$ cat config.mk
export PLATFORM = sky130hd
export DESIGN_NAME = modbus_rtu_frame_crc_engine
export DESIGN_NICKNAME = d
export VERILOG_FILES = /design/src/hw/rtl/rtu_crc_pkg.sv /design/src/hw/rtl/modbus_rtu_frame_crc_engine.sv
export SDC_FILE = /design/constraint.sdc
export NUM_CORES = 1
export LEC_CHECK = 0
export BUFFER_PORTS_ARGS = -buffer_cell sky130_fd_sc_hd__buf_4
export CORE_MARGIN = 4
export CORE_UTILIZATION = 50
export DETAILED_ROUTE_END_ITERATION = 10
export PLACE_DENSITY = 0.77
export SETUP_SLACK_MARGIN = 0.3
export SLEW_MARGIN = 0
export SYNTH_ARGS = -nofsm -noshare
export SYNTH_HDL_FRONTEND = slang
export SYNTH_SLANG_ARGS = --single-unit
$ cat constraint.sdc
create_clock -name clk -period 9.1 [get_ports clk]
set_clock_uncertainty 0.1 [all_clocks]
set_input_delay 0 -clock clk [delete_from_list [all_inputs] [get_ports clk]]
set_output_delay 0 -clock clk [all_outputs]
set_load 0.05 [all_outputs]
$ cat src/hw/rtl/rtu_crc_pkg.sv
// ----------------------------------------------------------------------------
// rtu_crc_pkg
// Shared types, codes and the CRC-16 byte update for the RTU frame engine.
// ----------------------------------------------------------------------------
package rtu_crc_pkg;

  // Register indexes on the configuration port
  localparam logic REG_SLAVE_ADDRESS = 1'b0;
  localparam logic REG_FRAME_LIMIT   = 1'b1;

  // Reset values of the registers
  localparam logic [7:0] SLAVE_ADDRESS_RESET = 8'd104;
  localparam logic [8:0] FRAME_LIMIT_RESET   = 9'd64;

  // CRC-16 (reflected form)
  localparam logic [15:0] CRC_INIT = 16'hFFFF;
  localparam logic [15:0] CRC_POLY = 16'hA001;

  // Byte counter saturation and smallest valid response
  localparam logic [8:0] CNT_MAX       = 9'd511;
  localparam logic [8:0] MIN_RESP_LEN  = 9'd5;

  // Result queue depth; one item may push up to three results
  localparam int QDEPTH   = 4;
  localparam int QCOUNT_W = $clog2(QDEPTH + 1);
  localparam int MAX_PUSH = 3;

  typedef enum logic [2:0] {
    STATUS_OK        = 3'd0,
    STATUS_FRAME_ERR = 3'd1,
    STATUS_CRC_ERR   = 3'd2,
    STATUS_EXCEPTION = 3'd3,
    STATUS_TOO_LONG  = 3'd4
  } status_t;

  typedef struct packed {
    logic [7:0] out_byte;
    logic       byte_valid;
    status_t    status;
    logic       status_valid;
    logic [8:0] frame_length;
    logic       end_of_run;
  } result_t;

  // One byte through the CRC: eight shift/xor steps
  function automatic logic [15:0] crc_byte(input logic [15:0] crc_in,
                                           input logic [7:0] b);
    logic [15:0] c;
    c = crc_in ^ {8'h00, b};
    for (int k = 0; k < 8; k++) begin
      c = c[0] ? ((c >> 1) ^ CRC_POLY) : (c >> 1);
    end
    return c;
  endfunction

endpackage

$ cat src/hw/rtl/modbus_rtu_frame_crc_engine.sv
// ----------------------------------------------------------------------------
// modbus_rtu_frame_crc_engine
// Modbus RTU byte framer: echoes request bytes and appends the CRC-16 unless the
// frame is too long, or checks response bytes and reports one status per frame.
// ----------------------------------------------------------------------------
// A result is registered into the result queue when its item is accepted.
// Throughput: one item per cycle while results drain at one per cycle; a last
//   request byte within frame_limit yields three results, so the output port sets the pace then.
// The four-entry result queue stalls the input while it holds two or more.
// Reset (rst, synchronous): empties the queue, clears the frame state and
//   loads slave_address 104 and frame_limit 64.
module modbus_rtu_frame_crc_engine
  import rtu_crc_pkg::*;
(
  input  logic       clk,
  input  logic       rst,
  // configuration write port
  input  logic       cfg_write,
  input  logic       cfg_index,
  input  logic [8:0] cfg_data,
  // input channel
  input  logic       in_valid,
  output logic       in_stall,
  input  logic       func,
  input  logic [7:0] data_byte,
  input  logic       last_byte,
  // output channel
  output logic       out_valid,
  input  logic       out_stall,
  output logic [7:0] out_byte,
  output logic       byte_valid,
  output logic [2:0] status,
  output logic       status_valid,
  output logic [8:0] frame_length,
  output logic       end_of_run
);

  localparam logic [QCOUNT_W-1:0] STALL_LEVEL = QCOUNT_W'(QDEPTH - MAX_PUSH + 1);

  // Configuration registers
  logic [7:0] slave_address;
  logic [8:0] frame_limit;

  // Frame state
  logic [15:0] running_crc,     running_crc_next;
  logic [8:0]  byte_count,      byte_count_next;
  logic [7:0]  held_byte_older, held_byte_older_next;
  logic [7:0]  held_byte_newer, held_byte_newer_next;
  logic        address_matched, address_matched_next;
  logic        exception_seen,  exception_seen_next;

  // Result queue, head at entry 0
  result_t               queue [QDEPTH];
  result_t               queue_next [QDEPTH];
  logic [QCOUNT_W-1:0]   count, count_next;

  // Results produced by the current item
  result_t               res [MAX_PUSH];
  logic [1:0]            npush;

  logic        accept;
  logic        pop;
  logic [8:0]  n;
  logic [9:0]  total_wide;
  logic [8:0]  total;
  logic [15:0] crc_upd;
  logic [15:0] got;
  status_t     st;

  assign accept   = in_valid && !in_stall;
  assign in_stall = (count >= STALL_LEVEL);
  assign out_valid = (count != '0);
  assign pop       = out_valid && !out_stall;

  // Drive the output port from the queue head
  assign out_byte     = queue[0].out_byte;
  assign byte_valid   = queue[0].byte_valid;
  assign status       = queue[0].status;
  assign status_valid = queue[0].status_valid;
  assign frame_length = queue[0].frame_length;
  assign end_of_run   = queue[0].end_of_run;

  // Configuration writes
  always_ff @(posedge clk) begin
    if (rst) begin
      slave_address <= SLAVE_ADDRESS_RESET;
      frame_limit   <= FRAME_LIMIT_RESET;
    end else if (cfg_write) begin
      case (cfg_index)
        REG_SLAVE_ADDRESS: slave_address <= cfg_data[7:0];
        REG_FRAME_LIMIT:   frame_limit   <= cfg_data;
        default: ;
      endcase
    end
  end

  // Process one byte: frame state update and its results
  always_comb begin
    n          = (byte_count == CNT_MAX) ? CNT_MAX : byte_count + 9'd1;
    crc_upd    = crc_byte(running_crc, func ? data_byte : held_byte_older);
    total_wide = {1'b0, n} + 10'd2;
    total      = (total_wide > {1'b0, CNT_MAX}) ? CNT_MAX : total_wide[8:0];

    running_crc_next     = running_crc;
    byte_count_next      = byte_count;
    held_byte_older_next = held_byte_older;
    held_byte_newer_next = held_byte_newer;
    address_matched_next = address_matched;
    exception_seen_next  = exception_seen;
    got                  = {data_byte, held_byte_newer};
    st                   = STATUS_OK;
    npush                = 2'd0;
    for (int i = 0; i < MAX_PUSH; i++) begin
      res[i] = '0;
    end

    if (accept) begin
      if (func) begin
        // send: echo, then CRC low and high after a last byte within frame_limit
        running_crc_next = crc_upd;
        byte_count_next  = n;
        res[0].out_byte   = data_byte;
        res[0].byte_valid = 1'b1;
        npush             = 2'd1;
        if (!last_byte) begin
          res[0].end_of_run = 1'b1;
        end else if (total > frame_limit) begin
          res[0].status       = STATUS_TOO_LONG;
          res[0].status_valid = 1'b1;
          res[0].frame_length = total;
          res[0].end_of_run   = 1'b1;
        end else begin
          res[1].out_byte     = crc_upd[7:0];
          res[1].byte_valid   = 1'b1;
          res[2].out_byte     = crc_upd[15:8];
          res[2].byte_valid   = 1'b1;
          res[2].status_valid = 1'b1;
          res[2].frame_length = total;
          res[2].end_of_run   = 1'b1;
          npush               = 2'd3;
        end
      end else begin
        // check: hold the last two bytes back from the CRC
        if (byte_count == 9'd0) begin
          address_matched_next = (data_byte == slave_address);
        end
        if (byte_count == 9'd1) begin
          exception_seen_next = data_byte[7];
        end
        if (byte_count >= 9'd2) begin
          running_crc_next = crc_upd;
        end
        held_byte_older_next = held_byte_newer;
        held_byte_newer_next = data_byte;
        byte_count_next      = n;
        if (last_byte) begin
          if (n < MIN_RESP_LEN || !address_matched_next || n > frame_limit) begin
            st = STATUS_FRAME_ERR;
          end else if (running_crc_next != got) begin
            st = STATUS_CRC_ERR;
          end else if (exception_seen_next) begin
            st = STATUS_EXCEPTION;
          end else begin
            st = STATUS_OK;
          end
          res[0].status       = st;
          res[0].status_valid = 1'b1;
          res[0].frame_length = n;
          res[0].end_of_run   = 1'b1;
          npush               = 2'd1;
        end
      end

      // drop the frame state once a frame ends
      if (last_byte) begin
        running_crc_next     = CRC_INIT;
        byte_count_next      = '0;
        held_byte_older_next = '0;
        held_byte_newer_next = '0;
        address_matched_next = 1'b0;
        exception_seen_next  = 1'b0;
      end
    end
  end

  // Queue update: shift on pop, append new results behind the survivors
  always_comb begin
    logic [QCOUNT_W-1:0] base;
    logic [QCOUNT_W-1:0] slot;
    base = count - QCOUNT_W'(pop);
    slot = '0;
    for (int i = 0; i < QDEPTH; i++) begin
      if (pop && i < QDEPTH - 1) begin
        queue_next[i] = queue[i + 1];
      end else begin
        queue_next[i] = queue[i];
      end
      slot = QCOUNT_W'(i) - base;
      if (QCOUNT_W'(i) >= base && slot < QCOUNT_W'(npush)) begin
        queue_next[i] = res[slot[1:0]];
      end
    end
    count_next = base + QCOUNT_W'(npush);
  end

  // Control and frame state registers
  always_ff @(posedge clk) begin
    if (rst) begin
      count           <= '0;
      running_crc     <= CRC_INIT;
      byte_count      <= '0;
      held_byte_older <= '0;
      held_byte_newer <= '0;
      address_matched <= 1'b0;
      exception_seen  <= 1'b0;
    end else begin
      count           <= count_next;
      running_crc     <= running_crc_next;
      byte_count      <= byte_count_next;
      held_byte_older <= held_byte_older_next;
      held_byte_newer <= held_byte_newer_next;
      address_matched <= address_matched_next;
      exception_seen  <= exception_seen_next;
    end
  end

  // Result payload, no reset
  always_ff @(posedge clk) begin
    for (int i = 0; i < QDEPTH; i++) begin
      queue[i] <= queue_next[i];
    end
  end

endmodule

==> Word-level counts from Yosys, hierarchy flattened <==
Memory sizes are Yosys's and may differ from the RTL's.
Index checks and enable logic that the tools add are counted.
W data, S select, Z words.
{ "word_totals": {"latchBits": 0, "mem_count": 1, "regBits": 63, "word_cells": 147, "mem_bits_rw": 92, "in_bits": 25, "mem_bits_ro": 0, "output_inout_bits": 25} }
{ "classes": {"mux": 76, "addsub": 8, "shifts": 0, "n_bitwise": 14, "magnitude_cmp": 18, "reduce_logical": 16, "n_div": 0, "multipliers": 0, "eq_ne": 5} }
{ "mem_list": {"columns": ["memory", "words", "width", "read_ports", "rd_clocked_by_memory_dff", "wr", "line_no", "text"], "rows": [
  ["queue", 4, 23, 4, 0, 4, "modbus_rtu_frame_crc_engine.sv:53", "result_t queue [QDEPTH];"]
]} }
{ "op_table": {"columns": ["cell", "count"], "rows": [
  ["$mux W23", 15],
  ["$mux W16", 13],
  ["$bmux W23 S2", 4],
  ["$mux W9", 11],
  ["$mux W11", 4],
  ["$mux W8", 5],
  ["$not A2 Y3", 12],
  ["$mux W32", 1],
  ["$mux W14", 2],
  ["$mux W13", 2],
  ["$gt A9 B9 Y1", 2],
  ["$ne A16 B16 Y1", 1],
  ["$xor A16 B8 Y16", 1],
  ["$mux W2", 7],
  ["$ge A3 B3 Y1 const B", 4],
  ["$lt A3 B2 Y1", 4],
  ["$mux W1", 12],
  ["$add A9 B2 Y10 const B", 1],
  ["$gt A10 B9 Y1 const B", 1],
  ["$add A9 B1 Y9 const B", 1],
  ["$eq A9 B1 Y1 const B", 1],
  ["$eq A9 B9 Y1 const B", 1],
  ["$ge A9 B2 Y1 const B", 1],
  ["$logic_not A9 Y1", 1],
  ["other kinds (16)", 30]
]} }

==> Logic depth before layout (Yosys ltp) <==
Gate-level depths: netlist (run 1).
{ "logic_depth": {"word_depth": 31, "ltp_mapped": 27, "mapped_depth_nobuf": 25} }

==> Worst setup path after synthesis (run 1) <==
Ideal clock, no wire load.
{ "synth_timing": {"kind": "reg2reg", "start": "reg, netlist name byte_count[1]", "end": "mem queue[3][0] in the netlist's numbering (enable)", "arrival_time_ns": 6.245, "path_buffers": 0, "path_slack_ns": 2.323, "stages_incl_launch_ff": 22, "synth_period_minus_slack_ns": 6.777, "path_cell_list": "dfxtp_1 -> ha_1 -> and2_1 -> nand4_1 -> nand2b_1 -> ha_1 -> and3_1 -> nand3_1 -> nor3_1 -> nor2_1 -> inv_1 -> ha_1 -> nor2b_1 -> o21a_1 -> o21a_1 -> o21a_1 -> o21a_1 -> o41ai_2 -> nand2_1 -> ha_1 -> nor2_1 -> nor3_1"} }
{ "synth_rtl": {"columns": ["item", "line_no"], "rows": [
  ["end, declared", "modbus_rtu_frame_crc_engine.sv:53"]
]} }

==> impl_metrics.tcl, run 1 <==
set metrics [dict create \
    status "complete, no violations" \
    netlist_area_mm2 0.009004 \
    whs_path_depth 3 \
    slowest_stage "nand2_1" \
    tightest_slew_ps 1270 \
    crit_required_ps 9050 \
    dp.cells 1191 \
    fin_crit_sh_pct 85.60 \
    grt_pass1_wl_mm 37.47 \
    total_power_mw 3.491 \
    drt_iter0_markers 942 \
    path_buf_inv 1 \
    seq_area_mm2 0.004024 \
    core-area_mm2 0.01748 \
    yosysTopAreaCell "edfxtp_1" \
    async_flop_share_pct 0 \
    crit_chain "ha_1 -> and2_1 -> nand4_1 -> nand2b_1 -> ha_1 -> and3_1 -> nand3_1 -> nor3_1 -> nor2_1 -> inv_1 -> ha_1 -> nor2b_1 -> o21a_1 -> o21a_1 -> o21a_1 -> o21a_1 -> o41ai_2 -> nand2_1 -> ha_1 -> nand2b_1 -> nand4b_1 -> nand2_1" \
    layout.cells.non_filler 1262 \
    num_vias 7720 \
    ys_seq_area_share_pct 44.69 \
    post_cts_resized 0 \
    clockBufferDepth 2 \
    fmax_ghz 0.1284 \
    reg2reg_depth 22 \
    cp-start-kind "flop" \
    tns_ps 0 \
    fill_cells 1485 \
    antenna_cells 0 \
    areaGrowthSynthToFinish_pct 15.79 \
    cts.sinks 155 \
    hold_viol_final 0 \
    io_pins 50 \
    clk_latency_ps 430 \
    initial_utilization_pct 51.52 \
    grt_use_total_pct 23.07 \
    synth_fp_nets 1033 \
    ys_seq_elements 155 \
    setup_viol 0 \
    drt-total-wl_mm 23.13 \
    port_buffers 49 \
    cts_setup_buffers 0 \
    syn_avg_cell_area_um2 9.292 \
    synth_edf_count 92 \
    wire_per_inst_um 18.33 \
    cp-startpoint "byte_count[1]" \
    r2r_end "queue[1][19]" \
    rr_startpoint "byte_count[1]" \
    grt_pass1_vias 7197 \
    leakagePower_nw 3.993 \
    post-route-min-period_ps 7789 \
    max_cap_viol_count 0 \
    die-area_mm2 0.02022 \
    criticalPathCategory "flop to flop" \
    routed_via_density 6.117 \
    synthTopCellsByArea "edfxtp_1 31%, dfxtp_1 14%, nand2_1 5.3%, ha_1 5.3%, a22oi_1 4.1%" \
    dp_hpwl_mm 16.06 \
    cts_max_level 4 \
    hold_path.class "input port to flop" \
    cts_tree "done" \
    clkTransAtPathRegs_ps 60 \
    critPathMaxFanout 23 \
    row_count 48 \
    grt_setup_unrepaired "false" \
    netlist.area_leader.share_pct 30.68 \
    maxSlewViolCount 0 \
    synth_ff_type "edfxtp_1" \
    die_x_um 142.2 \
    fp.dieH_um 142.2 \
    critPathArrivalTime_ps 7740 \
    yosys_warnings 0 \
    slowest_delay_ps 1050 \
    slew_headroom_pct 14.68 \
    endpoint "queue[1][19]" \
    final_layout_size_suffix_gt1_share_pct 10.99 \
    overflow 0 \
    ant_nets 0 \
    grt_start_max_net_pins 64 \
    end_kind "flop" \
    drc_errors 0 \
    syn_inst 969 \
    power.density_mw_per_mm2 334.9 \
    drt-pass1-iter-count 8 \
    antenna_found_initial 0 \
    cts_buffers 17 \
    path_delay_family "simple AND/OR/NAND/NOR gates" \
    cp.depth 22 \
    place_congestion 0.9426 \
    cts-root-buf "clkbuf_16" \
    rrSetupSlack_ps 1310 \
    synthDistinctLibCells 62 \
    peakVddDrop_v 0.0002654 \
    multiInputGateArea_mm2 0.004598 \
    fin_nets 1088 \
]
-- power breakdown --
group	total (mW)	switching, mW	internal (mW)
Combinational	1.60	1.10	0.502
Clock	0.648	0.298	0.350
Sequential	1.24	0.0719	1.17
-- cell usage in the layout, fill, tap and decap left out, types with 23 or more instances in the layout --
cell,Yosys,routed
nor3_1,25,23
o21ai_0,50,50
a22oi_1,49,49
o22ai_1,25,25
xnor2_1,28,28
dfxtp_1,63,63
a21oi_1,45,45
buf_4,1,59
xor2_1,24,24
ha_1,38,38
inv_1,41,41
nor2_1,81,81
nand2_1,128,128
dlygate4sd3_1,0,39
edfxtp_1,92,92
-- final cells by class --
cell class              count  share of cell area, %
clock buffers              20                  4.189
clock inverters            12                 0.9001
inverters                  42                  1.512
multi-input cells         710                  44.11
flip-flops and latches    155                  38.60
well taps                 225                  2.700
repair buffers             98                  7.993
-- synth_stat cells, drive strengths merged (20+ instances only) --
library cell    n
o22ai          25
nor2           81
inv            41
ha             38
nand2         128
clkbuf         52
edfxtp         92
nor3           25
nand2b         20
xnor2          35
dfxtp          63
mux2i          21
o21ai          55
a22oi          49
xor2           25
a21oi          45
-- how the worst min path moves through the flow --
stage	start	endpoint
CTS	func	queue[2][11]
detailed placement	cfg_data[3]	slave_address[3]
global placement	cfg_data[3]	slave_address[3]
finish	func	queue[2][11]
global route	func	queue[2][11]
floorplan	cfg_data[3]	slave_address[3]
-- state kept, by name (all words and copies together), names as in the netlist --
signal and count:
frame_limit 9, byte_count 9, slave_address 8, held_byte_newer 8, address_matched 1, running_crc 16, count 3, exception_seen 1
queue 92, held_byte_older 8
-- metal layers --
| layer | up-vias | global-route usage, % | share of wire, % |
|---|---|---|---|
| met1 | 3648 | 33.96 | 45 |
| met5 | - | 0 | 0 |
| met2 | 399 | 33.61 | 44 |
| met3 | 56 | 5.376 | 9.3 |
| li1 | 3617 | - | - |
| met4 | 0 | 7.475 | 2.2 |
-- kinds of logic after synthesis --
logic type,count (synthesis),share of synthesized area [%]
AO/OA/AOI/OAI,254,18.61
XOR/XNOR,61,6.768
adder cells (fa/ha/maj),39,5.503
buffers and inverters,104,4.419
flip-flops,155,44.69
multiplexers,32,3.752
AND/OR/NAND/NOR,324,16.26
-- through the flow --
step	area, µm²	hold WS, ps	setup slack, ps	utilization (%)
5_1_grt	10430	207.2	508.9	59.65
4_1_cts	10430	154.6	1426	59.65
6_report	10430	184.5	1311	59.65
3_5_place_dp	9504	131.4	1437	54.38
2_1_floorplan	9004	20.89	2323	-
3_3_place_gp	9504	128.0	1807	54.38
-- tightest hold or removal path: stages --
cell and delay [ps]:
buf_4 300, or4_1 180, o21ai_1 50
-- timing repair --
item | 4_1_cts | 5_1_grt
hold endpoints to repair | 59 | 0
hold buffers | 39 | 0
endpoints found under the setup margin | 0 | 0
Note: power is estimated with default switching activity, not from simulation.
==> inputs of run 2 (changes only) <==
- ABC_AREA: default -> 1
- CORE_MARGIN: 4 -> 2
- SETUP_SLACK_MARGIN: 0.3 -> default
==> run 2 against run 1 <==
Sequential share of layout area fell by 2.1 points. Count of clock-buffer cells in the layout fell by 2. Global-route usage rose by 5.0 points. Area after synthesis increased by 6.2%. Via count grew 21%. Core utilization down 0.71 points. Hold slack got worse by 160 ps. Largest power group unchanged. Final cell count rose by 21%. Combinational power grew 14%. Sequential power is 3% higher. Worst setup slack improved by 370 ps. Routed wire length grew 21%.
==> impl_metrics.tcl, run 2 <==
set metrics [dict create \
    cts_setup_buffers 0 \
    tightest_slew_ps 1198 \
    top_regs "queue: 92 flops, running_crc: 16 flops" \
    rr_startpoint "byte_count[1]" \
    ant_nets 0 \
    clkTransAtPathRegs_ps 60 \
    routed_via_density 6.084 \
    grt_pass1_wl_mm 44.20 \
    syn_inst 1223 \
    cts_buffers 17 \
    final_layout_size_suffix_gt1_share_pct 10.49 \
    num_vias 9315 \
    ys_seq_elements 155 \
    cts-root-buf "clkbuf_16" \
    syn_avg_cell_area_um2 7.815 \
    yosys_warnings 0 \
    antenna_found_initial 0 \
    fp.dieH_um 142.3 \
    row_count 50 \
    critPathArrivalTime_ps 7560 \
    drt-pass1-iter-count 8 \
    peakVddDrop_v 0.0002064 \
    drc_errors 0 \
    crit_required_ps 9240 \
    hp-start "in_valid" \
    largest_reg_flops 92 \
    io_pins 50 \
    yosysTopAreaCell "edfxtp_1" \
    cp-startpoint "byte_count[1]" \
    power.density_mw_per_mm2 347.2 \
    fmax_ghz 0.1348 \
    place_congestion 0.9567 \
    slew_headroom_pct 19.95 \
    grt_setup_unrepaired "false" \
    yosysMostFrequentCell "nand2_1" \
    synthDistinctLibCells 48 \
    antenna_cells 0 \
    netlist_area_mm2 0.009558 \
    cp-start-kind "flop" \
    async_flop_share_pct 0 \
    dp_hpwl_mm 19.35 \
    cts_max_level 4 \
    synthTopCellsByArea "edfxtp_1 29%, dfxtp_1 13%, nand2_1 13%, nand3_1 6.8%, ha_1 5.0%" \
    synth_fp_nets 1287 \
    grt_pass1_vias 8443 \
    end_kind "flop" \
    grt_use_total_pct 28.02 \
    areaGrowthSynthToFinish_pct 15.34 \
    ys_seq_area_share_pct 42.10 \
    overflow 0 \
    die-area_mm2 0.02024 \
    cts.sinks 155 \
    clockBufferDepth 2 \
    largest_register "queue" \
    hold_path.class "input port to flop" \
    port_buffers 49 \
    fin_crit_sh_pct 81.50 \
    netlist.area_leader.share_pct 28.90 \
    total_power_mw 3.828 \
    postCtsHoldBufs 37 \
    maxSlewViolCount 0 \
    slowest_stage "a2111oi_0" \
    slowest_delay_ps 820 \
    synth_edf_count 92 \
    grt_start_max_net_pins 43 \
    final_common_cell "nand2_1" \
    cts_tree "done" \
    final_cell_mix "321 x nand2_1, 130 x nand3_1, 100 x inv_1" \
    setup_viol 0 \
    hold_viol_final 0 \
    max_cap_viol_count 0 \
    drt-total-wl_mm 28.02 \
    drt_iter0_markers 1302 \
    status "complete, no violations" \
    clk_latency_ps 430 \
    wire_per_inst_um 18.30 \
    synth_ff_type "edfxtp_1" \
    core-area_mm2 0.01871 \
    post_cts_resized 0 \
    netlist_top_cells_count "321 x nand2_1, 130 x nand3_1, 100 x inv_1, 92 x edfxtp_1, 87 x nor2_1" \
    criticalPathCategory "flop to flop" \
    critPathMaxFanout 24 \
    initial_utilization_pct 51.10 \
    leakagePower_nw 4.647 \
    post-route-min-period_ps 7416 \
    die_x_um 142.3 \
    tns_ps 0 \
    fin_nets 1349 \
]
run 2: cell count changes in the layout (fill, tap and decap cells not counted), sizes merged, moves of 20 or more:
cell	change
a21oi	+26
nand2	+211
mux2i	-21
o22ai	-25
nor3	-20
nand3	+119
a22oi	-41
nand2b	-20
o221ai	+34
o211ai	+22
inv	+67
o21ai	+21
xnor2	-33
run 2: area by class of cell:
| class | instances | area, µm² |
|---|---|---|
| Tap cell | 234 | 292.8 |
| Sequential cell | 155 | 4024 |
| Multi-Input combinational cell | 901 | 4881 |
| Timing Repair Buffer | 95 | 805.8 |
| Clock buffer | 18 | 429.2 |
| Inverter | 115 | 431.7 |
| Clock inverter | 13 | 160.2 |
| Fill cell | 1643 | 7681 |
run 2: through the flow:
stage	cell area, µm²	hold slack (ps)	cells	setup slack [ps]	util [%]
2_1_floorplan	9558	26.32	1223	2880	-
3_3_place_gp	10060	126.4	1463	2190	53.81
3_5_place_dp	10060	127.3	1463	1833	53.81
4_1_cts	11020	5.025	1531	1809	58.94
5_1_grt	11020	30.80	1531	654.2	58.94
6_report	11020	20.14	1531	1684	58.94
run 2: worst max-delay path: cells and delay by family (launching register included):
family | cells | cell delay [ps]
fa+ha+maj | 4 | 1030
buf+inv | 5 | 1460
simple gates | 13 | 2190
flops | 1 | 470
compound gates | 7 | 1980
run 2: kinds of logic after synthesis:
kind of cell | share of synthesized area [%]
fa+ha+maj | 5.184
xor+xnor | 1.649
flops | 42.10
simple gates | 28.50
compound gates | 15.66
buf+inv | 6.912
run 2: path summary, 6_finish.rpt:
check                       end  slack (ps)  depth (start not counted)
max                queue[0][13]        1680                         29
max reg2reg        queue[0][13]        1680                         29
min reg2reg  held_byte_older[6]         360                          2
min               byte_count[7]          20                          5
run 2: layer usage:
layer  share of wire [%]  GRT usage (%)  vias up
li1                    -              -     4376
met1                  43          39.33     4300
met2                  45          43.38      591
met3                  11          6.427       48
met4                 1.7          8.211        0
met5                   0              0        -
run 2: where the power goes:
| part | switching [mW] | internal (mW) | total, mW |
|---|---|---|---|
| clock network | 0.311 | 0.410 | 0.721 |
| logic | 1.33 | 0.498 | 1.83 |
| registers | 0.0966 | 1.18 | 1.28 |
| total | 1.74 | 2.09 | 3.83 |
==> inputs of run 3 (changes only) <==
- PLACE_DENSITY: 0.77 -> 0.8
- clock period: 9.1 -> 6 ns (I/O delays scaled with it)
==> run 3 against run 2 <==
Count of clock-buffer cells in the layout did not move. Maximum frequency grew 32%. Sequential share of layout area fell by 0.72 points. Worst setup slack worse by 1300 ps. Combinational power grew 57%. Register-to-register slack got worse by 1300 ps. Final area rose by 2.0%. Critical endpoint is now queue[2][15]. Largest power group unchanged.
==> impl_metrics.tcl, run 3 (synthesis gave the netlist of run 2 again) <==
set metrics [dict create \
    critPathMaxFanout 23 \
    path_buf_inv 6 \
    clkTransAtPathRegs_ps 60 \
    max_cap_viol_count 0 \
    reg2reg_depth 30 \
    fin_crit_sh_pct 93.44 \
    utilization_pct 60.12 \
    hold_viol_final 0 \
    status "complete, no violations" \
    whs_path_depth 5 \
    critPathArrivalTime_ps 5610 \
    grt_pass1_wl_mm 43.22 \
    ant_nets 0 \
    fp.dieH_um 142.3 \
    crit_required_ps 6010 \
    end_kind "flop" \
    row_count 50 \
    drt-total-wl_mm 26.94 \
    cp-start-kind "flop" \
    final_layout_size_suffix_gt1_share_pct 13.54 \
    criticalPathCategory "flop to flop" \
    leakagePower_nw 4.727 \
    design_area_mm2 0.01125 \
    grt_pass1_vias 8313 \
    antenna_cells 0 \
    top_regs "queue: 92 flops, running_crc: 16 flops" \
    overflow 0 \
    tightest_slew_ps 794.2 \
    slew_headroom_pct 46.73 \
    wire_per_inst_um 17.39 \
    fin_ws_ps 393.5 \
    post-route-min-period_ps 5607 \
    clockBufferDepth 2 \
    cp.depth 30 \
    place_congestion 0.9451 \
    drc_errors 0 \
    slowest_delay_ps 350 \
    peakVddDrop_v 0.0003114 \
    final_common_cell "nand2_1" \
    grt_start_max_net_pins 43 \
    final_cell_mix "318 x nand2_1, 130 x nand3_1, 93 x inv_1" \
    power.density_mw_per_mm2 519.8 \
    fmax_ghz 0.1784 \
    largest_register "queue" \
    initial_utilization_pct 51.10 \
    post_dp_cell_area_mm2 0.01018 \
    setup_viol 0 \
    drt_iter0_markers 1109 \
    core-area_mm2 0.01871 \
    maxSlewViolCount 0 \
    cts_buffers 17 \
    path_delay_family "simple AND/OR/NAND/NOR gates" \
    cts-root-buf "clkbuf_16" \
    hold_path.class "input port to flop" \
    die-area_mm2 0.02024 \
    slowest_stage "dfxtp_1" \
    io_pins 50 \
    largest_reg_flops 92 \
    pre_cts_ws_ps -350.9 \
    areaGrowthSynthToFinish_pct 17.66 \
    cts_max_level 4 \
    rrSetupSlack_ps 390 \
    grt_use_total_pct 27.23 \
    drt-pass1-iter-count 6 \
    die_x_um 142.3 \
    cts.sinks 155 \
    port_buffers 49 \
    fin_nets 1366 \
    num_vias 9198 \
    antenna_found_initial 0 \
    dp_hpwl_mm 19.32 \
    cts_tree "done" \
    routed_via_density 5.938 \
    clk_latency_ps 440 \
]
run 3: report_power, final:
group	leakage [nW]	internal (mW)	switching [mW]
sequential	1.40	1.78	0.139
combinational	3.07	0.858	2.02
clock	0.265	0.579	0.475
run 3: routing by layer:
metal	GRT usage (%)	share of wire, %
met1	38.96	44
met2	43.27	45
met5	0	0
met4	5.842	1.1
met3	4.980	9.8
run 3: what timing repair did:
item | 4_1_cts | 5_1_grt
pin swaps | 0 | 2
endpoints found under the setup margin | 76 | 138
cloned | 0 | 0
endpoints found under the hold margin | 52 | 0
gates resized for setup | 9 | 29
buffers inserted | 0 | 3
hold buffers | 37 | 0
run 3: path summary, 6_finish.rpt:
kind | startpoint | end
min reg2reg | held_byte_older[6] | held_byte_older[6]
max | byte_count[1] | queue[2][15]
max reg2reg | byte_count[1] | queue[2][15]
min | in_valid | byte_count[2]
run 3: per-stage QoR:
step / TNS [ps] / hold slack, ps / power, mW / std cells
after floorplan: 0 / 26.32 / 3.891 / 1223
after global placement: 0 / 128.9 / 4.538 / 1477
after detailed placement: -11300 / 134.4 / 4.622 / 1477
after CTS: 0 / 12.71 / 5.709 / 1546
after global routing: -655.5 / 53.37 / 6.197 / 1549
final: 0 / 33.19 / 5.845 / 1549
run 3: area by class of cell:
cell class,instances,area (µm²)
fillers,1595,7460
multi-input cells,901,4984
flip-flops and latches,155,4024
repair buffers,112,933.4
inverters,115,447.9
clock buffers,18,429.2
well taps,234,292.8
clock inverters,14,135.1
run 3: worst min-delay path: stages:
cell and delay [ps]:
buf_4 80, nand2_1 50, buf_4 230, nand2_1 90, a21oi_1 60
